**src/hw/rtl/mrc_pkg.sv**
```systemverilog
// Shared types and constants for the mister relay controller.
`default_nettype none
package mrc_pkg;

   localparam int TIME_WIDTH      = 32;
   localparam int HOUR_WIDTH      = 5;
   localparam int CSR_INDEX_WIDTH = 3;
   localparam int CSR_DATA_WIDTH  = 32;
   localparam int REQ_TDATA_WIDTH = 48;
   localparam int RSP_TDATA_WIDTH = 8;

   localparam logic [TIME_WIDTH-1:0] SPRAY_DURATION_RESET = TIME_WIDTH'(10000);
   localparam logic [TIME_WIDTH-1:0] MAX_CONTINUOUS_RESET = TIME_WIDTH'(300000);
   localparam logic [HOUR_WIDTH-1:0] MORNING_HOUR_RESET   = HOUR_WIDTH'(6);
   localparam logic [HOUR_WIDTH-1:0] EVENING_HOUR_RESET   = HOUR_WIDTH'(18);

   typedef enum logic [1:0] {
      MODE_SCHED = 2'd0,
      MODE_ON    = 2'd1,
      MODE_OFF   = 2'd2
   } mode_type;

   typedef enum logic [2:0] {
      CMD_NONE        = 3'd0,
      CMD_CLOUD_SPRAY = 3'd1,
      CMD_CLOUD_OFF   = 3'd2,
      CMD_CLOUD_AUTO  = 3'd3,
      CMD_LOCAL_SPRAY = 3'd4,
      CMD_AUTO        = 3'd5,
      CMD_MANUAL_ON   = 3'd6,
      CMD_MANUAL_OFF  = 3'd7
   } cmd_type;

   typedef enum logic [CSR_INDEX_WIDTH-1:0] {
      CSR_SPRAY_DURATION = 3'd0,
      CSR_MAX_CONTINUOUS = 3'd1,
      CSR_MORNING_HOUR   = 3'd2,
      CSR_EVENING_HOUR   = 3'd3,
      CSR_LEGACY_LOGIC   = 3'd4
   } csr_index_type;

   typedef struct packed {
      logic [TIME_WIDTH-1:0] spray_duration_ms;
      logic [TIME_WIDTH-1:0] max_continuous_ms;
      logic [HOUR_WIDTH-1:0] morning_hour;
      logic [HOUR_WIDTH-1:0] evening_hour;
      logic                  legacy_logic;
   } cfg_type;

   // action: 0 command event, 1 loop tick
   typedef struct packed {
      logic                  action;
      cmd_type               command_code;
      logic [TIME_WIDTH-1:0] now_ms;
      logic                  should_work;
      logic [HOUR_WIDTH-1:0] hour_of_day;
   } item_type;

   typedef struct packed {
      logic     relay_on;
      mode_type mode_out;
      logic     run_active;
      logic     run_timed;
   } result_type;

endpackage
`default_nettype wire

```
**src/hw/rtl/mrc_csr.sv**
```systemverilog
// Configuration register file for the mister relay controller.
`default_nettype none
module mrc_csr (
   input  wire logic                                 clock,
   input  wire logic                                 reset,
   input  wire logic                                 csr_valid,
   output logic                                      csr_ready,
   input  wire logic [mrc_pkg::CSR_INDEX_WIDTH-1:0]  csr_index,
   input  wire logic [mrc_pkg::CSR_DATA_WIDTH-1:0]   csr_data,
   output mrc_pkg::cfg_type                          cfg
);

   mrc_pkg::cfg_type cfg_ff;

   assign csr_ready = 1'b1;
   assign cfg       = cfg_ff;

   always_ff @(posedge clock) begin
      if (reset) begin
         cfg_ff.spray_duration_ms <= mrc_pkg::SPRAY_DURATION_RESET;
         cfg_ff.max_continuous_ms <= mrc_pkg::MAX_CONTINUOUS_RESET;
         cfg_ff.morning_hour      <= mrc_pkg::MORNING_HOUR_RESET;
         cfg_ff.evening_hour      <= mrc_pkg::EVENING_HOUR_RESET;
         cfg_ff.legacy_logic      <= 1'b0;
      end else if (csr_valid) begin
         case (csr_index)
            mrc_pkg::CSR_SPRAY_DURATION: begin
               cfg_ff.spray_duration_ms <= csr_data[mrc_pkg::TIME_WIDTH-1:0];
            end
            mrc_pkg::CSR_MAX_CONTINUOUS: begin
               cfg_ff.max_continuous_ms <= csr_data[mrc_pkg::TIME_WIDTH-1:0];
            end
            mrc_pkg::CSR_MORNING_HOUR: begin
               cfg_ff.morning_hour <= csr_data[mrc_pkg::HOUR_WIDTH-1:0];
            end
            mrc_pkg::CSR_EVENING_HOUR: begin
               cfg_ff.evening_hour <= csr_data[mrc_pkg::HOUR_WIDTH-1:0];
            end
            mrc_pkg::CSR_LEGACY_LOGIC: begin
               cfg_ff.legacy_logic <= csr_data[0];
            end
            default: begin
            end
         endcase
      end
   end

endmodule
`default_nettype wire

```
**src/hw/rtl/mrc_ctrl.sv**
```systemverilog
// Controller state registers and the per-beat update logic.
`default_nettype none
module mrc_ctrl (
   input  wire logic         clock,
   input  wire logic         reset,
   input  wire logic         step,
   input  mrc_pkg::item_type item,
   input  mrc_pkg::cfg_type  cfg,
   output mrc_pkg::result_type result
);

   // relay and in_progress always move together, so one flop carries both
   mrc_pkg::mode_type              mode_ff, mode_in;
   logic                           prog_ff, prog_in;
   logic                           timed_ff, timed_in;
   logic [mrc_pkg::TIME_WIDTH-1:0] start_ff, start_in;
   logic                           mdone_ff, mdone_in;
   logic                           edone_ff, edone_in;

   always_comb begin
      logic [mrc_pkg::TIME_WIDTH-1:0] elapsed;
      logic                           started;
      logic                           sched_start;

      mode_in     = mode_ff;
      prog_in     = prog_ff;
      timed_in    = timed_ff;
      start_in    = start_ff;
      mdone_in    = mdone_ff;
      edone_in    = edone_ff;
      elapsed     = item.now_ms - start_ff;
      started     = 1'b0;
      sched_start = 1'b0;

      if (!item.action) begin
         case (item.command_code)
            mrc_pkg::CMD_CLOUD_SPRAY, mrc_pkg::CMD_LOCAL_SPRAY: begin
               // legacy cloud spray latches manual on
               if (cfg.legacy_logic && item.command_code == mrc_pkg::CMD_CLOUD_SPRAY) begin
                  mode_in = mrc_pkg::MODE_ON;
               end
               prog_in  = 1'b1;
               start_in = item.now_ms;
               if (!cfg.legacy_logic) begin
                  timed_in = 1'b1;
               end
            end
            mrc_pkg::CMD_CLOUD_OFF, mrc_pkg::CMD_MANUAL_OFF: begin
               mode_in = mrc_pkg::MODE_OFF;
               prog_in = 1'b0;
               if (!cfg.legacy_logic) begin
                  timed_in = 1'b0;
               end
            end
            mrc_pkg::CMD_CLOUD_AUTO, mrc_pkg::CMD_AUTO: begin
               mode_in = mrc_pkg::MODE_SCHED;
            end
            mrc_pkg::CMD_MANUAL_ON: begin
               mode_in = mrc_pkg::MODE_ON;
            end
            default: begin
            end
         endcase
      end else begin
         if (!cfg.legacy_logic) begin
            // run time limits first
            if (prog_ff && timed_ff && elapsed >= cfg.spray_duration_ms) begin
               prog_in  = 1'b0;
               timed_in = 1'b0;
            end else if (prog_ff && !timed_ff && elapsed >= cfg.max_continuous_ms) begin
               mode_in  = mrc_pkg::MODE_OFF;
               prog_in  = 1'b0;
               timed_in = 1'b0;
            end
         end

         if (mode_in == mrc_pkg::MODE_ON && !prog_in) begin
            prog_in  = 1'b1;
            start_in = item.now_ms;
            started  = 1'b1;
            if (!cfg.legacy_logic) begin
               timed_in = 1'b0;
            end
         end else if (mode_in == mrc_pkg::MODE_OFF && prog_in &&
                      (cfg.legacy_logic || !timed_in)) begin
            prog_in = 1'b0;
            if (!cfg.legacy_logic) begin
               timed_in = 1'b0;
            end
         end else if (mode_in == mrc_pkg::MODE_SCHED && item.should_work) begin
            if (item.hour_of_day == cfg.morning_hour && !mdone_ff) begin
               sched_start = 1'b1;
               mdone_in    = 1'b1;
               edone_in    = 1'b0;
            end else if (item.hour_of_day == cfg.evening_hour && !edone_ff) begin
               sched_start = 1'b1;
               edone_in    = 1'b1;
               mdone_in    = 1'b0;
            end else if (item.hour_of_day != cfg.morning_hour &&
                         item.hour_of_day != cfg.evening_hour) begin
               mdone_in = 1'b0;
               edone_in = 1'b0;
            end
            if (sched_start && !prog_in) begin
               prog_in  = 1'b1;
               start_in = item.now_ms;
               started  = 1'b1;
               if (!cfg.legacy_logic) begin
                  timed_in = 1'b1;
               end
            end
            // legacy checks the spray length after scheduling; a fresh run has zero elapsed
            if (cfg.legacy_logic && prog_in &&
                ((started ? '0 : elapsed) >= cfg.spray_duration_ms)) begin
               prog_in = 1'b0;
            end
         end else if (mode_in == mrc_pkg::MODE_SCHED) begin
            if (prog_in && (cfg.legacy_logic || !timed_in)) begin
               prog_in = 1'b0;
               if (!cfg.legacy_logic) begin
                  timed_in = 1'b0;
               end
            end
         end
      end
   end

   always_ff @(posedge clock) begin
      if (reset) begin
         mode_ff  <= mrc_pkg::MODE_SCHED;
         prog_ff  <= 1'b0;
         timed_ff <= 1'b0;
         start_ff <= '0;
         mdone_ff <= 1'b0;
         edone_ff <= 1'b0;
      end else if (step) begin
         mode_ff  <= mode_in;
         prog_ff  <= prog_in;
         timed_ff <= timed_in;
         start_ff <= start_in;
         mdone_ff <= mdone_in;
         edone_ff <= edone_in;
      end
   end

   assign result.relay_on   = prog_in;
   assign result.mode_out   = mode_in;
   assign result.run_active = prog_in;
   assign result.run_timed  = timed_in;

endmodule
`default_nettype wire

```
**src/hw/rtl/mister_relay_controller_core.sv**
```systemverilog
// Top level of the mister relay controller: beat pipeline around the state update.
// A result beat is presented once its request beat has passed the request register,
// then the result register. Throughput: one beat per cycle unless the result side
// stalls; the request register feeds the combinational state update (one 32-bit
// subtract, compared against the limits) straight into the result register.
// Reset (synchronous, active high) empties both registers, returns the mode to auto,
// clears all run and schedule flags and loads the configuration defaults.
`default_nettype none
module mister_relay_controller_core (
   input  wire logic                                clock,
   input  wire logic                                reset,
   // request stream
   input  wire logic                                req_tvalid,
   output logic                                     req_tready,
   // [2:0] command_code, [34:3] now_ms, [35] should_work, [40:36] hour_of_day,
   // [47:41] zero
   input  wire logic [mrc_pkg::REQ_TDATA_WIDTH-1:0] req_tdata,
   // [0] action (0 command event, 1 loop tick)
   input  wire logic                                req_tuser,
   // result stream
   output logic                                     rsp_tvalid,
   input  wire logic                                rsp_tready,
   // [0] relay_on, [2:1] mode_out, [3] run_active, [4] run_timed, [7:5] zero
   output logic [mrc_pkg::RSP_TDATA_WIDTH-1:0]      rsp_tdata,
   // configuration writes
   input  wire logic                                csr_valid,
   output logic                                     csr_ready,
   input  wire logic [mrc_pkg::CSR_INDEX_WIDTH-1:0] csr_index,
   input  wire logic [mrc_pkg::CSR_DATA_WIDTH-1:0]  csr_data
);

   mrc_pkg::cfg_type    cfg;
   mrc_pkg::item_type   item_ff;
   logic                item_valid_ff;
   mrc_pkg::result_type result_in;
   mrc_pkg::result_type result_ff;
   logic                rsp_valid_ff;
   logic                advance;
   logic                step;

   // result register frees up when empty or being drained this cycle
   assign advance    = !rsp_valid_ff || rsp_tready;
   assign step       = item_valid_ff && advance;
   assign req_tready = !item_valid_ff || advance;

   mrc_csr u_csr (
      .clock     (clock),
      .reset     (reset),
      .csr_valid (csr_valid),
      .csr_ready (csr_ready),
      .csr_index (csr_index),
      .csr_data  (csr_data),
      .cfg       (cfg)
   );

   mrc_ctrl u_ctrl (
      .clock  (clock),
      .reset  (reset),
      .step   (step),
      .item   (item_ff),
      .cfg    (cfg),
      .result (result_in)
   );

   // request register
   always_ff @(posedge clock) begin
      if (reset) begin
         item_valid_ff <= 1'b0;
      end else if (req_tready) begin
         item_valid_ff <= req_tvalid;
      end
   end

   always_ff @(posedge clock) begin
      if (req_tvalid && req_tready) begin
         item_ff.action       <= req_tuser;
         item_ff.command_code <= mrc_pkg::cmd_type'(req_tdata[2:0]);
         item_ff.now_ms       <= req_tdata[34:3];
         item_ff.should_work  <= req_tdata[35];
         item_ff.hour_of_day  <= req_tdata[40:36];
      end
   end

   // result register
   always_ff @(posedge clock) begin
      if (reset) begin
         rsp_valid_ff <= 1'b0;
      end else if (advance) begin
         rsp_valid_ff <= item_valid_ff;
      end
   end

   always_ff @(posedge clock) begin
      if (step) begin
         result_ff <= result_in;
      end
   end

   assign rsp_tvalid = rsp_valid_ff;
   assign rsp_tdata  = {3'b000, result_ff.run_timed, result_ff.run_active,
                        result_ff.mode_out, result_ff.relay_on};

   // relay and run flag never disagree in a shown result
   assert property (@(posedge clock) disable iff (reset)
      rsp_tvalid |-> (rsp_tdata[0] == rsp_tdata[3]))
      else $error("relay_on and run_active differ");

   // an item leaving the request register shows up as a result next cycle
   assert property (@(posedge clock) disable iff (reset)
      step |=> rsp_valid_ff)
      else $error("processed beat lost before result register");

   // request side stalls only when both registers are full and output is stalled
   assert property (@(posedge clock) disable iff (reset)
      !req_tready |-> (item_valid_ff && rsp_valid_ff && !rsp_tready))
      else $error("request stalled with room in pipeline");

   // a drained result register with nothing behind it goes empty
   assert property (@(posedge clock) disable iff (reset)
      (rsp_valid_ff && rsp_tready && !item_valid_ff) |=> !rsp_valid_ff)
      else $error("result beat repeated");

endmodule
`default_nettype wire

```
**config.mk**
```make
export PLATFORM = sky130hd
export DESIGN_NAME = mister_relay_controller_core
export DESIGN_NICKNAME = d
export VERILOG_FILES = /design/src/hw/rtl/mrc_pkg.sv /design/src/hw/rtl/mrc_csr.sv /design/src/hw/rtl/mrc_ctrl.sv /design/src/hw/rtl/mister_relay_controller_core.sv
export SDC_FILE = /design/constraint.sdc
export NUM_CORES = 1
export LEC_CHECK = 0
export ABC_AREA = 1
export CAP_MARGIN = 20
export CORE_MARGIN = 1
export CORE_UTILIZATION = 30
export DETAILED_ROUTE_END_ITERATION = 8
export DONT_BUFFER_PORTS = 1
export GPL_TIMING_DRIVEN = 0
export SLEW_MARGIN = 10
export SYNTH_ARGS = -nofsm -noshare
export SYNTH_HDL_FRONTEND = slang
export SYNTH_SLANG_ARGS = --single-unit
```
**constraint.sdc**
```tcl
create_clock -name clock -period 11 [get_ports clock]
set_clock_uncertainty 0.2 [all_clocks]
set_input_delay 2.2 -clock clock [delete_from_list [all_inputs] [get_ports clock]]
set_output_delay 2.2 -clock clock [all_outputs]
set_load 0.005 [all_outputs]
```
# Yosys cells after proc, flatten, opt, wreduce, memory -nomap -nowiden
# Cells that the tools add are included.
totals:
  latchBits: 0
  romBits: 0
  elab_cells: 152
  reg_bits: 161
  memories: 0
  out_inout_bits: 11
  inputBits: 89
  ram_bits: 0
classes:
  bitwise: 2
  n_mul: 0
  div_mod_pow: 0
  eq_ne: 20
  shifts: 0
  n_reduce_logical: 42
  add_sub_neg: 1
  muxes: 63
  order_cmp: 3
op_table:
  columns: ["operator", "count"]
  rows:
  - ["$mux W32", 7]
  - ["$ge A32 B32 Y1", 3]
  - ["$mux W1", 47]
  - ["$sub A32 B32 Y32", 1]
  - ["$logic_and A1 B1 Y1", 18]
  - ["$eq A3 B3 Y1 const B", 5]
  - ["$eq A3 B2 Y1 const B", 4]
  - ["$mux W2", 6]
  - ["$eq A5 B5 Y1", 2]
  - ["$ne A5 B5 Y1", 2]
  - ["$reduce_and A2 Y1", 5]
  - ["$pmux W2 S4", 1]
  - ["$logic_not A1 Y1", 7]
  - ["$eq A3 B1 Y1 const B", 2]
  - ["$ne A3 B1 Y1 const B", 2]
  - ["$reduce_and A6 Y1", 1]
  - ["$reduce_or A2 Y1", 3]
  - ["$reduce_and A5 Y1", 1]
  - ["$pmux W1 S2", 2]
  - ["$logic_not A3 Y1", 1]
  - ["$logic_or A1 B1 Y1", 3]
  - ["$ne A3 B2 Y1 const B", 1]
  - ["$reduce_bool A3 Y1", 1]
  - ["$eq A2 B1 Y1 const B", 1]
  - ["4 further kinds", 5]

# Longest topological paths before layout
logic_depth:
  word_depth: 27
  depth_mapped: 47
  ltp_nobuf: 47

# Cells and area by module
# A second synthesis with hierarchy kept.
hier_totals:
  hier_cells: 1511
  hier_area_um2: 10998.0
modules_own_cells:
  columns: ["mod", "area_per_inst_um2", "n_inst", "cells_each", "seq_area_each_um2"]
  rows:
  - ["mrc_ctrl", 6424.9, 1, 1008, 760.7]
  - ["mrc_csr", 3044.2, 1, 440, 1501.4]
  - ["mister_relay_controller_core", 1529.0, 1, 63, 1451.4]

# Least setup slack after synthesis
# Ideal clock, no wire load.
synth_timing:
  kind: "flip-flop to flip-flop"
  startpoint: "register item_ff[8] (netlist bit)"
  endpoint: "register result_ff (netlist bit rsp_tdata[3]), data pin"
  path_slack_ns: 5.616
  stages_incl_launch_ff: 42
  path_buffers: 1
  required_ns: 10.549
  arrival_time_ns: 4.933
  synth_period_minus_slack_ns: 5.384
  path_cell_list: "edfxtp_1 -> ha_1 -> nand2_1 -> nand2_1 -> a31oi_1 -> o21ai_2 -> nand3_1 -> nand2_1 -> nand3_1 -> nand3_1 -> nand2_1 -> o211ai_2 -> a21oi_1 -> or2_1 -> nand2_1 -> ha_1 -> nand2_1 -> nor2_1 -> (+6 left out) -> nor2_4 -> nor2_8 -> clkbuf_1 -> nor2_1 -> ha_1 -> nand2_1 -> nor3_1 -> nand3_1 -> nor4_1 -> nand4_1 -> nand3_1 -> nand2_1 -> nand3_1 -> nand2_1 -> nand2_1 -> nand2_1 -> nand2_1 -> inv_1"
synth_rtl:
  columns: ["item", "line_no", "text"]
  rows:
  - ["from (decl)", "mister_relay_controller_core.sv:33", "mrc_pkg::item_type item_ff;"]
  - ["to (signal assigned)", "mister_relay_controller_core.sv:95", "result_ff <= result_in;"]
  - ["to (decl)", "mister_relay_controller_core.sv:36", "mrc_pkg::result_type result_ff;"]

==> run summary <==
status: complete, no violations
ys async rst share: 0
register area share after synthesis: 0.3667
Pwr Total: 1.711 mW
Worst-Skew Late Latency: 0.44 ns
Setup WS pre-CTS: 4.167 ns
final antenna diode count: 0
EDFF count, synth: 46
Placer Congestion: 0.8979
FF+latch area: 3684 µm²
Max-Cap Viols: 0
max incr delay on CP: 0.52 ns
most common cell after layout, fill and taps aside: nand2_1
worst endpoint required time: 10.99 ns
fillcell total: 3488
H-tree levels: 4
Top Ports: 100
Pint: 1.143 mW
global route total overflow: 0
Remaining DRCs: 0
pin count of the biggest net entering global routing: 39
final slew viol count: 0
CTS resizes: 0
synth-to-layout area growth: 11.56%
Tightest Pin Transition: 1.117 ns
sequential fraction of design power: 0.382
top-area cell type share of the netlist area: 0.2292
clock-pin slew on the worst setup and hold paths: 0.07 ns
total track usage: 0.1619
CP max-delay cell: clkbuf_1
crit end category: register
Site Rows: 66
Final setup viols: 0
drt first-iter violations: 499
Clock power frac: 0.350
Max VDD drop: 0.09449 mV
Power Density: 152.7 nW/µm²
Final ANT Viol Nets: 0
vias per cell: 4.839
Distinct cells, synth: 46
final instance area: 11210 µm²
Mapped Area: 10040 µm²
post-DR wirelength/cell: 15.16 µm
worst hold path depth: 2
CTS Buf Count: 17
final setup margin: 4.078 ns
CTS Sinks: 161
CP Launch Type: register
Die X: 185.0 µm
vias post-DR: 8550
Hold Crit Class: register to register
WL final: 26.79 mm
Clock Tree Buf Depth: 2
via count of the first global-routing pass: 8136
Comb power frac: 0.268
initial antenna violation count: 0
TritonCTS clock tree: yes
hpwl dp: 21.42 mm
Core Area: 32700 µm²
Syn. warnings: 0
Final Hold Viols: 0
P_sw: 0.5673 mW
Synth Flop Type: dfxtp_1
placed inst area: 10630 µm²
Synth Register Bits: 161
worst path arrival time: 6.91 ns
die area: 34220 µm²
minimum clock period: 6.922 ns
Cells after DPL: 1735
Synth area leader: dfxtp_1
first-pass GRT wire length: 42.23 mm
Area contributors post-synth: dfxtp_1 (23%), ha_1 (16%), edfxtp_1 (14%)
Buffers on Ports: 0
initial core utilization: 0.3072
Max-slew headroom: 0.2522
Lkg Pwr: 4.804 nW
CTS Root Cell: clkbuf_16
WS Path Type: register to register
TritonRoute pass-1 iters: 6
setup bufs post-CTS: 0
period utilization: 0.6292
mean area per synthesized cell: 7.787 µm²
crit path max fanout: 10
RSZ-0062 raised after global routing: no
CP most frequent cell: nand2_1
fin cells: 1767
achievable frequency: 144.5 MHz
most frequent cells in the layout: nand2_1 (199), inv_1 (197), a21oi_1 (177)
Post-Synthesis Cells: 1290
final net count: 1529
Sw Ratio: 0.3316
CTS Hold Bufs: 0
multi-input combinational cell area: 5400 µm²
worst reg2reg path depth: 41
Chip Height: 185.0 µm
total negative slack: 0 ns
share of layout cells above drive strength 1: 0.05283
-- cell type report --
class | count | share of cell area
repair buffers | 1 | 0.001787
plain buffers | 38 | 0.01876
clock inverters | 15 | 0.01385
well taps | 442 | 0.04935
clock buffers | 17 | 0.03796
multi-input cells | 891 | 0.4819
inverters | 202 | 0.06766
flip-flops and latches | 161 | 0.3287
-- worst max-delay path: cells and delay by family, from the launching register on --
| family | cells | cell delay (ns) |
|---|---|---|
| AND/OR/NAND/NOR | 27 | 2.91 |
| flip-flops | 1 | 0.44 |
| adder cells (fa/ha/maj) | 4 | 1.23 |
| XOR/XNOR | 1 | 0.33 |
| AO/OA/AOI/OAI | 3 | 0.63 |
| buffers and inverters | 6 | 0.94 |
-- power by group through the flow --
stage / Sequential, mW / Combinational [mW] / Clock, mW
final: 0.654 / 0.458 / 0.599
after global routing: 0.656 / 0.530 / 0.638
after CTS: 0.654 / 0.456 / 0.615
after detailed placement: 0.667 / 0.453 / 0
after global placement: 0.666 / 0.436 / 0
after floorplan: 0.662 / 0.342 / 0
-- cell usage after synthesis (all sizes together), types with 8 or more instances --
master,instances
nand2,210
inv,199
a21oi,177
ha,127
o21ai,124
dfxtp,115
nor2,108
edfxtp,46
nand3,31
clkbuf,27
xor2,25
o211ai,22
nand4,13
nor3,12
buf,11
xnor2,8
-- through the flow --
step           utilization  hold slack [ns]
2_1_floorplan            -           0.2333
3_3_place_gp        0.3243           0.2426
3_5_place_dp        0.3249           0.2503
4_1_cts             0.3427           0.2604
5_1_grt             0.3427           0.2783
6_report            0.3427           0.2588
-- path summary, 6_finish.rpt --
check | to | slack, ns | from
worst max register to register | rsp_tdata[3]$_DFFE_PP_ | 4.08 | item_ff[6]$_DFFE_PP_
worst min-delay path | u_ctrl.start_ff[15]$_SDFFE_PP0P_ | 0.26 | u_ctrl.start_ff[15]$_SDFFE_PP0P_
worst max-delay path | rsp_tdata[3]$_DFFE_PP_ | 4.08 | item_ff[6]$_DFFE_PP_
worst min register to register | u_ctrl.start_ff[15]$_SDFFE_PP0P_ | 0.26 | u_ctrl.start_ff[15]$_SDFFE_PP0P_
-- registers in the layout, summed over array words and instances (netlist names), 2 cells and up --
signal,count
rsp_tdata,4
u_csr.cfg,75
u_ctrl.start_ff,32
u_ctrl.mode_ff,2
item_ff,42
-- layer usage --
metal | routed length (µm) | up-vias | track usage | share of wire
met5 | 0 | - | 0 | 0
met2 | 12250 | 228 | 0.2647 | 0.46
li1 | - | 4344 | - | -
met4 | 419 | 0 | 0.04694 | 0.016
met1 | 12550 | 3949 | 0.2134 | 0.47
met3 | 1569 | 29 | 0.03441 | 0.059
-- kinds of logic (layout without fill, tap and decap cells) --
kind of cell / count (synthesis) / in the layout / share of synthesized area
AOI/OAI and AO/OA: 344 / 344 / 0.1836
xor gates and xnor gates: 33 / 33 / 0.02877
other: 2 / 4 / 0.0007477
buffers and inverters: 240 / 273 / 0.09641
DFF: 161 / 161 / 0.3667
and+or+nand+nor: 382 / 382 / 0.1636
adders and majority gates: 128 / 128 / 0.1602
Note: power is estimated with default switching activity, not from simulation.
